## src/hw/rtl/rgbdb_pkg.sv

```systemverilog
// ----------------------------------------------------------------------------
// rgbdb_pkg
// shared types, codes and constants of the rgb565 decimate/binarize block
// ----------------------------------------------------------------------------
`default_nettype none

package rgbdb_pkg;

  // frame size limits, in raw pixels
  localparam int MAX_COLUMNS = 1024;
  localparam int MAX_ROWS    = 1024;

  // field widths
  localparam int PIXEL_W     = 16;
  localparam int POS_W       = 10;
  localparam int PHASE_W     = 4;
  localparam int THRESHOLD_W = 6;
  localparam int STEP_W      = 4;
  localparam int CFG_DATA_W  = 6;
  localparam int CFG_INDEX_W = 1;
  localparam int RAW_W       = POS_W + STEP_W;
  localparam int GRAY_SUM_W  = 13;
  localparam int GRAY_SHIFT  = 7;
  localparam int GRAY_W      = GRAY_SUM_W - GRAY_SHIFT;

  // luma weights, sum shifted right by GRAY_SHIFT
  localparam logic [GRAY_SUM_W-1:0] WEIGHT_R = GRAY_SUM_W'(38);
  localparam logic [GRAY_SUM_W-1:0] WEIGHT_G = GRAY_SUM_W'(75);
  localparam logic [GRAY_SUM_W-1:0] WEIGHT_B = GRAY_SUM_W'(15);

  // reset values of the registers
  localparam logic [THRESHOLD_W-1:0] THRESHOLD_RESET = THRESHOLD_W'(35);
  localparam logic [STEP_W-1:0]      STEP_RESET      = STEP_W'(5);

  // position saturation and parked phase
  localparam logic [POS_W-1:0]   POS_MAX    = {POS_W{1'b1}};
  localparam logic [PHASE_W-1:0] PHASE_PARK = {PHASE_W{1'b1}};

  // result queue
  localparam int FIFO_DEPTH = 4;
  localparam int FIFO_AW    = $clog2(FIFO_DEPTH);
  localparam int FIFO_CW    = $clog2(FIFO_DEPTH + 1);

  // register indexes
  typedef enum logic [CFG_INDEX_W-1:0] {
    REG_GRAY_THRESHOLD  = 1'b0,
    REG_DECIMATION_STEP = 1'b1
  } reg_index_t;

  // result kinds
  typedef enum logic {
    KIND_POINT = 1'b0,
    KIND_FRAME = 1'b1
  } kind_t;

  typedef struct packed {
    logic             kind;
    logic [POS_W-1:0] point_x;
    logic [POS_W-1:0] point_y;
    logic             last;
  } result_t;

  typedef struct packed {
    logic [PHASE_W-1:0] phase;
    logic [POS_W-1:0]   pos;
  } counter_t;

endpackage

`default_nettype wire

```

## src/hw/rtl/rgb565_decimate_binarize_top.sv

```systemverilog
// ----------------------------------------------------------------------------
// rgb565_decimate_binarize_top
// decimates an rgb565 pixel stream, thresholds the gray level of kept pixels
// and emits marked points plus a frame-done result per frame
// ----------------------------------------------------------------------------
// channel   direction  handshake                   payload
// pixel     in         pixel_valid / pixel_stall   pixel, row_end, frame_end
// result    out        result_valid / result_stall kind, point_x, point_y, last
// config    in         cfg_write                   cfg_index, cfg_data
//
// one pixel transfer per cycle while pixel_stall is low; a pixel is held in
// the input register feeding gray/threshold logic, then enters the queue
// every pixel waits in the input register until two queue slots are free,
// room for a marked pixel that also ends a frame and pushes two results
// the 4-entry result queue takes new pixels while results wait on a stall
// rst is synchronous, active high; it empties the queue and clears counters
// ----------------------------------------------------------------------------
`default_nettype none

module rgb565_decimate_binarize_top (
  input  wire                                  clk,
  input  wire                                  rst,
  // configuration
  input  wire                                  cfg_write,
  input  wire  [rgbdb_pkg::CFG_INDEX_W-1:0]    cfg_index,
  input  wire  [rgbdb_pkg::CFG_DATA_W-1:0]     cfg_data,
  // pixel stream
  input  wire                                  pixel_valid,
  output logic                                 pixel_stall,
  input  wire  [rgbdb_pkg::PIXEL_W-1:0]        pixel,
  input  wire                                  row_end,
  input  wire                                  frame_end,
  // results
  output logic                                 result_valid,
  input  wire                                  result_stall,
  output logic                                 kind,
  output logic [rgbdb_pkg::POS_W-1:0]          point_x,
  output logic [rgbdb_pkg::POS_W-1:0]          point_y,
  output logic                                 last
);

  import rgbdb_pkg::*;

  // configuration registers
  logic [THRESHOLD_W-1:0] gray_threshold;
  logic [STEP_W-1:0]      decimation_step;

  // input register
  logic               s1_valid;
  logic [PIXEL_W-1:0] s1_pixel;
  logic               s1_row_end;
  logic               s1_frame_end;

  // decimation counters
  logic [PHASE_W-1:0] column_phase;
  logic [POS_W-1:0]   decimated_x;
  logic [PHASE_W-1:0] row_phase;
  logic [POS_W-1:0]   decimated_y;

  // result queue
  result_t            fifo_mem [FIFO_DEPTH];
  logic [FIFO_AW-1:0] wr_ptr;
  logic [FIFO_AW-1:0] rd_ptr;
  logic [FIFO_CW-1:0] count;

  // datapath
  logic [STEP_W-1:0]     step_eff;
  logic [GRAY_SUM_W-1:0] gray_sum;
  logic [GRAY_W-1:0]     gray;
  logic [RAW_W-1:0]      raw_col;
  logic [RAW_W-1:0]      raw_row;
  logic                  point_hit;
  logic                  s1_fire;
  logic                  pixel_take;
  logic                  pop;
  logic [1:0]            push_n;
  logic [FIFO_AW-1:0]    wr_ptr_plus1;
  result_t               entry0;
  result_t               entry1;
  counter_t              col_adv;
  counter_t              row_adv;

  // advance a phase/position pair by one, parking on overflow
  function automatic counter_t advance(input logic [PHASE_W-1:0] phase,
                                       input logic [POS_W-1:0]   pos,
                                       input logic [STEP_W-1:0]  step);
    counter_t r;
    r.phase = phase;
    r.pos   = pos;
    if (({1'b0, phase} + 5'd1) >= {1'b0, step}) begin
      if (pos < POS_MAX) begin
        r.pos   = pos + POS_W'(1);
        r.phase = '0;
      end else begin
        r.phase = PHASE_PARK;
      end
    end else begin
      r.phase = phase + PHASE_W'(1);
    end
    return r;
  endfunction

  // step of zero behaves as one
  assign step_eff = (decimation_step == '0) ? STEP_W'(1) : decimation_step;

  // gray = (r*38 + g*75 + b*15) >> 7
  assign gray_sum = GRAY_SUM_W'(s1_pixel[15:11]) * WEIGHT_R
                  + GRAY_SUM_W'(s1_pixel[10:5])  * WEIGHT_G
                  + GRAY_SUM_W'(s1_pixel[4:0])   * WEIGHT_B;
  assign gray     = gray_sum[GRAY_SUM_W-1:GRAY_SHIFT];

  // raw positions, only used when both phases are zero
  assign raw_col = RAW_W'(decimated_x) * RAW_W'(step_eff);
  assign raw_row = RAW_W'(decimated_y) * RAW_W'(step_eff);

  assign point_hit = (column_phase == '0) && (row_phase == '0)
                  && (int'(raw_col) < MAX_COLUMNS) && (int'(raw_row) < MAX_ROWS)
                  && (GRAY_W'(gray) > gray_threshold);

  assign col_adv = advance(column_phase, decimated_x, step_eff);
  assign row_adv = advance(row_phase, decimated_y, step_eff);

  // the input register drains once two queue slots are free
  assign s1_fire     = s1_valid && (count <= FIFO_CW'(FIFO_DEPTH - 2));
  assign pixel_stall = s1_valid && !s1_fire;
  assign pixel_take  = pixel_valid && !pixel_stall;

  assign pop = result_valid && !result_stall;

  // point first, then frame done
  always_comb begin
    entry0.kind    = point_hit ? KIND_POINT : KIND_FRAME;
    entry0.point_x = point_hit ? decimated_x : '0;
    entry0.point_y = point_hit ? decimated_y : '0;
    entry0.last    = !(point_hit && s1_frame_end);
    entry1.kind    = KIND_FRAME;
    entry1.point_x = '0;
    entry1.point_y = '0;
    entry1.last    = 1'b1;
    push_n = 2'(point_hit) + 2'(s1_frame_end);
    if (!s1_fire) begin
      push_n = 2'd0;
    end
  end

  assign wr_ptr_plus1 = wr_ptr + FIFO_AW'(1);

  // configuration writes
  always_ff @(posedge clk) begin
    if (rst) begin
      gray_threshold  <= THRESHOLD_RESET;
      decimation_step <= STEP_RESET;
    end else if (cfg_write) begin
      unique case (cfg_index)
        REG_GRAY_THRESHOLD:  gray_threshold  <= cfg_data[THRESHOLD_W-1:0];
        REG_DECIMATION_STEP: decimation_step <= cfg_data[STEP_W-1:0];
        default: ;
      endcase
    end
  end

  // input register
  always_ff @(posedge clk) begin
    if (rst) begin
      s1_valid <= 1'b0;
    end else if (pixel_take) begin
      s1_valid <= 1'b1;
    end else if (s1_fire) begin
      s1_valid <= 1'b0;
    end
  end

  always_ff @(posedge clk) begin
    if (pixel_take) begin
      s1_pixel     <= pixel;
      s1_row_end   <= row_end;
      s1_frame_end <= frame_end;
    end
  end

  // counters move when the pixel leaves the input register
  always_ff @(posedge clk) begin
    if (rst) begin
      column_phase <= '0;
      decimated_x  <= '0;
      row_phase    <= '0;
      decimated_y  <= '0;
    end else if (s1_fire) begin
      priority if (s1_frame_end) begin
        column_phase <= '0;
        decimated_x  <= '0;
        row_phase    <= '0;
        decimated_y  <= '0;
      end else if (s1_row_end) begin
        column_phase <= '0;
        decimated_x  <= '0;
        row_phase    <= row_adv.phase;
        decimated_y  <= row_adv.pos;
      end else begin
        column_phase <= col_adv.phase;
        decimated_x  <= col_adv.pos;
      end
    end
  end

  // result queue pointers
  always_ff @(posedge clk) begin
    if (rst) begin
      wr_ptr <= '0;
      rd_ptr <= '0;
      count  <= '0;
    end else begin
      wr_ptr <= wr_ptr + FIFO_AW'(push_n);
      if (pop) begin
        rd_ptr <= rd_ptr + FIFO_AW'(1);
      end
      count <= count + FIFO_CW'(push_n) - FIFO_CW'(pop);
    end
  end

  // result queue storage
  always_ff @(posedge clk) begin
    if (push_n != 2'd0) begin
      fifo_mem[wr_ptr] <= entry0;
    end
    if (push_n == 2'd2) begin
      fifo_mem[wr_ptr_plus1] <= entry1;
    end
  end

  assign result_valid = (count != '0);
  assign kind         = fifo_mem[rd_ptr].kind;
  assign point_x      = fifo_mem[rd_ptr].point_x;
  assign point_y      = fifo_mem[rd_ptr].point_y;
  assign last         = fifo_mem[rd_ptr].last;

  // queue never overfills
  a_fifo_bound: assert property (@(posedge clk) disable iff (rst)
    count <= FIFO_CW'(FIFO_DEPTH))
    else $error("result queue over depth");

  // stall only while the input register holds a pixel
  a_stall_held: assert property (@(posedge clk) disable iff (rst)
    pixel_stall |-> s1_valid)
    else $error("pixel stall without a held pixel");

  // frame end clears all counters
  a_frame_clear: assert property (@(posedge clk) disable iff (rst)
    (s1_fire && s1_frame_end) |=>
      (column_phase == '0) && (decimated_x == '0)
      && (row_phase == '0) && (decimated_y == '0))
    else $error("counters not cleared at frame end");

  // an empty queue with a waiting pixel always drains it
  a_drain: assert property (@(posedge clk) disable iff (rst)
    (s1_valid && (count == '0)) |-> s1_fire)
    else $error("input register stuck with empty queue");

endmodule

`default_nettype wire

```

## config.mk

```make
export PLATFORM = sky130hd
export DESIGN_NAME = rgb565_decimate_binarize_top
export DESIGN_NICKNAME = d
export VERILOG_FILES = /design/src/hw/rtl/rgbdb_pkg.sv /design/src/hw/rtl/rgb565_decimate_binarize_top.sv
export SDC_FILE = /design/constraint.sdc
export NUM_CORES = 1
export LEC_CHECK = 0
export BUFFER_PORTS_ARGS = -buffer_cell sky130_fd_sc_hd__buf_4
export CAP_MARGIN = 20
export CELL_PAD_IN_SITES_DETAIL_PLACEMENT = 0
export CELL_PAD_IN_SITES_GLOBAL_PLACEMENT = 1
export CORE_MARGIN = 4
export CORE_UTILIZATION = 44
export CTS_CLUSTER_DIAMETER = 150
export DETAILED_ROUTE_END_ITERATION = 16
export GPL_TIMING_DRIVEN = 0
export PLACE_DENSITY = 0.75
export SLEW_MARGIN = 10
export SYNTH_ARGS = -nofsm -noshare
export SYNTH_HDL_FRONTEND = slang
export SYNTH_SLANG_ARGS = --single-unit
```

## constraint.sdc

```tcl
create_clock -name clk -period 7.8 [get_ports clk]
set_input_delay 0.39 -clock clk [delete_from_list [all_inputs] [get_ports clk]]
set_output_delay 0.39 -clock clk [all_outputs]
set_load 0.02 [all_outputs]
```

After elaboration in Yosys (flattened, before gate mapping)
Memory sizes are Yosys's and may differ from the RTL's. A register that Yosys moved wholly into a read port is not among the register bits.
Cells that the tools add are included.
- register bits: 64
- memory bits (writable): 88
- input bits: 30
- output and inout port bits: 24
- logic and storage cells: 101
- memories: 1
- memories (name ; words ; bits a word ; rd ports ; clocked after Yosys merged registers in ; wr ports ; line ; text):
    fifo_mem ; 4 ; 22 ; 1 ; 1 ; 2 ; rgb565_decimate_binarize_top.sv:61 ; result_t fifo_mem [FIFO_DEPTH];
- $add $sub $neg: 14
- $mul: 5
- order comparisons: 8
- eq/ne operators: 1
- mux-type cells: 29
- bitwise operators: 1
- reductions and logical operators: 29
- operators by type and width (cell ; count):
    $mux 10 ; 10
    $mux 4 ; 9
    $lt 14x11->1 const B ; 2
    $mul 10x4->14 ; 2
    $add 10x1->10 const B ; 2
    $lt 10x10->1 const B ; 2
    $add 11x13->13 ; 1
    $add 13x9->13 ; 1
    $mul 6x7->13 const B ; 1
    $logic_not 4->1 ; 3
    $add 4x1->5 const B ; 2
    $ge 5x4->1 ; 2
    $mul 5x5->10 const B ; 1
    $reduce_bool 2->1 ; 5
    $logic_and 1x1->1 ; 9
    $mul 5x4->9 const B ; 1
    $reduce_bool 3->1 ; 3
    $add 4x1->4 const B ; 2
    $mux 1 ; 7
    $gt 6x6->1 ; 1
    $mux 2 ; 3
    $reduce_and 2->1 ; 3
    $add 2x1->2 const B ; 2
    $logic_not 1->1 ; 4
    other kinds (9) ; 9

Depth between registers and ports, before layout
Gate-level depths: netlist (run 1).
- depth in word-level cells: 12
- mapped depth: 35

Least setup slack after synthesis (run 1)
OpenSTA, ideal clock, no wires.
- path kind: flip-flop to flip-flop
- from: register s1_pixel[2]
- to: register count[2]
- data arrival time: 7.506 ns
- setup slack: 0.166 ns
- cell stages (with the launch flop): 34
- buffers on the path: 1
- period minus slack after synthesis: 7.634 ns
- path through: edfxtp_1 fa_1 fa_1 inv_1 fa_1 inv_1 fa_1 inv_1 fa_1 inv_1 ha_1 nand2_1 o21ai_0 o41ai_1 o2111ai_1 a21oi_1 xnor2_1 ha_1 nand4_1 nor2_1 nor4b_1 nand4_1 a2111oi_2 ha_1 clkbuf_1 nand2_1 ha_1 inv_1 ha_1 inv_1 fa_1 xnor2_1 xnor2_1 nor2_1
- word-level cells in the longest chain between the ends: 8
- ends and longest elaborated chain (element ; line ; text):
    from (decl) ; rgb565_decimate_binarize_top.sv:50 ; logic [PIXEL_W-1:0] s1_pixel;
    from (signal assigned) ; rgb565_decimate_binarize_top.sv:175 ; s1_pixel <= pixel;
    $mul 5x4->9 ; rgb565_decimate_binarize_top.sv:109 ; + GRAY_SUM_W'(s1_pixel[4:0]) * WEIGHT_B;
    $add 13x9->13 ; rgb565_decimate_binarize_top.sv:109 ;
    $gt 6x6->1 ; rgb565_decimate_binarize_top.sv:118 ; && (GRAY_W'(gray) > gray_threshold);
    $logic_and 1x1->1 ; rgb565_decimate_binarize_top.sv:118 ;
    $add 1x1->2 ; rgb565_decimate_binarize_top.sv:140 ; push_n = 2'(point_hit) + 2'(s1_frame_end);
    $mux 2 ; rgb565_decimate_binarize_top.sv:141 ; if (!s1_fire) begin
    $add 3x2->3 ; rgb565_decimate_binarize_top.sv:217 ; count <= count + FIFO_CW'(push_n) - FIFO_CW'(pop);
    $sub 3x1->3 ; rgb565_decimate_binarize_top.sv:217 ;
    to (signal assigned) ; rgb565_decimate_binarize_top.sv:217 ;
    to (decl) ; rgb565_decimate_binarize_top.sv:64 ; logic [FIFO_CW-1:0] count;
No other way between the ends.
A chain may end at the register's enable or synchronous reset.

Final worst setup path (run 1)
Same ends and word-level chain as after synthesis.

==> results of run 1 <==
[stage by stage]
| step | area (um2) | worst slack, ps | hold slack (ps) | util, % |
|---|---|---|---|---|
| after CTS | 13220 | 0.04707 | 124.9 | 50.74 |
| after global routing | 13480 | -305.7 | 121.2 | 51.73 |
| final | 13480 | 77.82 | 139.3 | 51.73 |
| after global placement | 12460 | -1153 | 431.5 | 47.80 |
| after detailed placement | 12470 | -1212 | 436.9 | 47.87 |
| after floorplan | 11650 | 166.3 | 423.7 | - |
[cells in the final DEF (no fill, tap or decap), drive strengths merged, types with 29 or more instances in the layout]
cell	Yosys	final
nand2	179	179
inv	129	137
dfxtp	136	136
ha	109	109
o21ai	106	106
buf	21	100
clkbuf	73	78
nand4	65	65
fa	64	64
a21oi	53	53
nand3	43	43
nor2	40	40
and3	33	33
nor2b	29	29
[timing repair]
action                                  4_1_cts  5_1_grt
pin swaps                                    14       28
cloned                                        0        0
endpoints found under the setup margin       92       86
setup buffers                                 7        6
resized for setup                            17       97
[synthesized netlist by cell type (4+ instances only)]
cell type / number / area [um2]
fa_1: 64 / 1281
a211o_1: 6 / 52.55
ha_1: 109 / 1364
dfxtp_1: 136 / 2723
nor2b_1: 29 / 181.4
nand4_1: 65 / 406.6
nand2_1: 178 / 668.1
xnor2_1: 14 / 122.6
edfxtp_1: 18 / 540.5
o21ai_2: 80 / 700.7
o41ai_1: 5 / 43.79
xor2_1: 7 / 61.31
nand3_1: 43 / 215.2
buf_1: 5 / 18.77
and4_1: 4 / 35.03
inv_1: 129 / 484.2
nor3_1: 8 / 40.04
clkbuf_1: 73 / 274.0
o22ai_1: 4 / 25.02
and2_1: 26 / 162.7
nor2_1: 40 / 150.1
buf_6: 8 / 90.09
or4_1: 9 / 67.56
o21ai_0: 23 / 115.1
a31o_2: 4 / 35.03
buf_2: 7 / 35.03
a21oi_1: 52 / 260.3
or3_1: 10 / 62.56
o311ai_0: 4 / 35.03
and3_1: 33 / 206.5
a21o_1: 10 / 75.07
nand2b_1: 8 / 50.05
mux4_2: 22 / 495.5
o31ai_1: 10 / 75.07
o21a_1: 6 / 45.04
a31oi_1: 5 / 31.28
[power by group]
part / internal (mW) / switching (mW)
Combinational: 1.10 / 1.83
Clock: 0.506 / 0.385
Sequential: 0.850 / 0.0448
Total: 2.46 / 2.26
[metal layers]
metal | GRT usage [%] | part of all wire, % | vias to the layer above
li1 | - | - | 4704
met1 | 30.78 | 47 | 4598
met2 | 35.66 | 46 | 222
met3 | 2.703 | 4.5 | 31
met4 | 5.451 | 1.8 | 0
met5 | 0 | 0 | -
[critical path: cells and delay by family (launching register included)]
kind	cells	cell delay, ps
AND/OR/NAND/NOR	7	930
buffers and inverters	8	560
XOR/XNOR	3	480
adder cells (fa/ha/maj)	11	4100
AO/OA/AOI/OAI	5	1000
flip-flops	1	500
[path summary, 6_finish.rpt]
kind                                        to  depth (start not counted)
worst max-delay path                  count[2]                         34
worst min-delay path               s1_pixel[8]                          1
worst max register to register        count[2]                         34
worst min register to register  fifo_mem[3][4]                          2
[kinds of logic after synthesis]
group           synth area share [%]
xor+xnor                       1.579
compound gates                 14.87
flops                          28.02
mux                            4.512
fa+ha+maj                      22.71
simple gates                   20.50
buf+inv                        7.810
[cell type report]
| class | instances | area (um2) |
|---|---|---|
| fill | 2541 | 12580 |
| multi-input combinational | 924 | 7682 |
| sequential | 154 | 3263 |
| timing repair buffer | 66 | 506.7 |
| buffer | 94 | 504.2 |
| inverter | 129 | 484.2 |
| clock buffer | 18 | 450.4 |
| tap | 335 | 419.2 |
| clock inverter | 13 | 170.2 |
[sequential cells by signal, indices dropped and copies added, names as in the netlist, named ones only]
name,cells
column_phase,4
decimated_x,10
s1_frame_end,1
s1_pixel,16
decimation_step,4
decimated_y,10
count,3
row_phase,4
rd_ptr,2
fifo_mem,88
s1_row_end,1
gray_threshold,6
wr_ptr,2
s1_valid,1
==> flow_summary.yaml, run 1 <==
die:
  start_util_pct: 44.69
  std_cell_rows: 59
  die_y_um: 170.7
  die-area_um2: 29140
  die_x_um: 170.7
  design.core.area_um2: 26060
  pin_count: 54
timing:
  rsz0062_at_grt: "yes"
  setup_viol: 0
  totalNegativeSetupSlack_ps: 0
  slew-limit-headroom_pct: 32.46
  worst_pin_slew_ps: 1013
  fin_crit_sh_pct: 99.00
  fmax_mhz: 129.5
  finalMaxSlewViolations: 0
  hold_viol_final: 0
  fin_skew_ps: 18.66
  timing.final.crit_period_ps: 7722
route:
  ant_nets: 0
  first_iter_violations: 551
  wire_per_inst_um: 18.28
  routed_wl_um: 31680
  vias: 9555
  firstDrtPassIters: 5
  drc: 0
  via_per_inst: 5.514
final_layout:
  syn_to_final_growth_pct: 15.75
  drive_above_1_share_pct: 19.74
  fin_cells: 1733
  fin_nets: 1589
  num_antenna_cells: 0
synth:
  yosysWarnings: 0
  synth_edf_count: 18
  synth.avg_cell_area_um2: 8.952
  synth_nets: 1504
  syn_inst: 1301
  synthDistinctLibCells: 65
  ys.flop_type: "dfxtp_1"
  ys_ff_latch: 154
  async_reset_ff_share_pct: 0
  synth_seq_area_share_pct: 28.02
  synth_area_um2: 11650
clock_network:
  clkLatencyLatePin_ps: 430
  cts_buffers: 17
  cts_buffer_depth: 2
  cts_tree: "built"
  cts_max_level: 4
  clock-sinks: 154
  cts-root-buf: "clkbuf_16"
  path_clk_slew_ps: 70
  postCtsHoldBufs: 0
setup_path:
  crit_start: "s1_pixel[2]"
  cp_slowest_cell: "fa_1"
  cp.required_ps: 8080
  critPathMaxFanout: 4
  critical_path_class: "reg -> reg"
  end_kind: "flop"
  crit-reg2reg-launch: "s1_pixel[2]"
  arrival_ps: 8010
  startpoint_type: "flop"
  cpPeakStageDelay_ps: 530
  ff2ff_setup_slack_ps: 80
  path_common_cell: "inv_2"
global_routing:
  gr-total-overflow: 0
  grt_max_degree: 17
  first_global_vias: 9214
  antenna_found_initial: 0
  grt_usage_pct: 21.78
  grt_pass1_wl_um: 50000
hold_path:
  holdCritPathClass: "in -> reg"
  hold_start: "pixel[8]"
power:
  ir_worst_vdd_mv: 0.3643
  cellLeakagePower_nw: 5.848
  powerDensity_nw_per_um2: 349.9
  finalPower_mw: 4.717
placed_design:
  port_buffers: 52
  finalWeightedCongestion: 0.8171
  dpl.hpwl_um: 23520
  dp_cells: 1689
outcome:
  outcome: "complete, no violations"
run:
  drv_cap: 0
Note: power is estimated with default switching activity, not from simulation.
==> inputs of run 2 (changes only) <==
CORE_UTILIZATION = 39   (was 44)
PLACE_DENSITY = 0.68   (was 0.75)
==> flow_summary.yaml, run 2 (synthesized netlist as in run 1, its figures left out) <==
global_routing:
  first_global_vias: 9456
  gr-total-overflow: 0
  grt_max_degree: 17
  grt_usage_pct: 19.97
  grt_pass1_wl_um: 52450
  antenna_found_initial: 1
placed_design:
  dpl.hpwl_um: 24250
  port_buffers: 52
  finalWeightedCongestion: 0.8429
  dp_cells: 1744
die:
  design.core.area_um2: 29560
  std_cell_rows: 63
  start_util_pct: 39.40
  pin_count: 54
  die_y_um: 180.8
  die_x_um: 180.8
  die-area_um2: 32690
power:
  cellLeakagePower_nw: 5.812
  switching_power_mw: 2.213
  netSwitchingFraction_pct: 48.51
  p_int_mw: 2.349
  ir_worst_vdd_mv: 0.2881
  pwr-share-seq_pct: 19.7
  powerDensity_nw_per_um2: 338.2
  power_frac_comb_pct: 62.3
  clockPowerShare_pct: 18.1
route:
  first_iter_violations: 493
  ant_nets: 0
  firstDrtPassIters: 4
  via_per_inst: 5.372
  wire_per_inst_um: 18.19
  routed_wl_um: 32590
  drc: 0
  vias: 9621
setup_path:
  startpoint_type: "flop"
  cpPeakStageDelay_ps: 550
  critical_path_class: "reg -> reg"
  critPathMaxFanout: 3
  cp_slowest_cell: "fa_1"
  arrival_ps: 7870
  path_common_cell: "fa_1"
  cp.required_ps: 8090
  end_kind: "flop"
clock_network:
  cts_tree: "built"
  cts_max_level: 4
  cts-root-buf: "clkbuf_16"
  path_clk_slew_ps: 70
  cts_buffer_depth: 2
  clock-sinks: 154
  clkLatencyLatePin_ps: 430
  cts_buffers: 17
timing:
  rsz0062_at_grt: "yes"
  fin_crit_sh_pct: 97.18
  worst_pin_slew_ps: 930.1
  finalMaxSlewViolations: 0
  hold_viol_final: 0
  whs_ps: 140.4
  slew-limit-headroom_pct: 37.99
  setup_viol: 0
  fmax_mhz: 131.9
  fin_skew_ps: 15.41
  totalNegativeSetupSlack_ps: 0
  timing.final.crit_period_ps: 7580
run:
  drv_cap: 0
final_layout:
  fin_nets: 1591
  largest_reg_flops: 88
  top_register: "fifo_mem"
  num_antenna_cells: 0
  final_common_cell: "nand2_1"
  top_regs: "fifo_mem (88), s1_pixel (16)"
  syn_to_final_growth_pct: 15.80
  final_cell_mix: "177 x nand2_1, 136 x dfxtp_1, 125 x inv_1"
  fin_cells: 1791
  drive_above_1_share_pct: 19.56
  finalCoreUtilization_pct: 45.63
outcome:
  outcome: "complete, no violations"
hold_path:
  holdCritPathClass: "in -> reg"
run 2: area by class of cell:
class | count | area (um2)
Buffer | 94 | 480.5
Multi-Input combinational cell | 924 | 7675
Tap cell | 390 | 488.0
Sequential cell | 154 | 3263
Clock inverter | 13 | 133.9
Inverter | 129 | 484.2
Clock buffer | 19 | 432.9
Timing Repair Buffer | 68 | 529.3
Fill cell | 2980 | 16070
run 2: worst max-delay path, delay by kind of cell, from the launching register on:
| kind | cells | cell delay [ps] |
|---|---|---|
| fa+ha+maj | 11 | 3990 |
| xor+xnor | 3 | 450 |
| flops | 1 | 490 |
| buf+inv | 8 | 570 |
| simple gates | 7 | 890 |
| compound gates | 5 | 1030 |
run 2: final timing paths:
kind	from	to	slack, ps	cells past startpoint
worst max-delay path	s1_pixel[2]	count[2]	220	34
worst max register to register	s1_pixel[2]	count[2]	220	34
worst min register to register	fifo_mem[2][20]	fifo_mem[2][20]	450	2
worst min-delay path	pixel[3]	s1_pixel[3]	140	1
run 2: power by group through the flow:
stage / Clock, mW / Combinational, mW / Sequential, mW
2_1_floorplan: 0 / 1.83 / 0.897
5_1_grt: 0.876 / 3.15 / 0.903
3_3_place_gp: 0 / 2.47 / 0.915
4_1_cts: 0.842 / 2.70 / 0.896
6_report: 0.824 / 2.84 / 0.897
3_5_place_dp: 0 / 2.51 / 0.915
run 2: through the flow:
stage	setup slack (ps)	total power [mW]	instance area (um2)
after floorplan	166.3	2.730	11650
after global routing	-143.8	4.931	13490
after CTS	20.11	4.437	13250
after global placement	-1249	3.386	12520
final	219.9	4.561	13490
after detailed placement	-1218	3.422	12540
run 2: what timing repair did:
item / CTS / global route
endpoints found under the setup margin: 93 / 86
hold endpoints to repair: 0 / 0
pin swaps: 14 / 30
hold buffers: 0 / 0
cloned: 0 / 0
buffers inserted: 7 / 7
resized for setup: 21 / 69
run 2: routing by layer:
metal	share of wire (%)	GRT usage, %	vias to the layer above
met5	0	0	-
met4	1.8	5.021	0
met3	4.4	2.859	35
met2	45	31.62	208
met1	48	28.85	4666
li1	-	-	4712
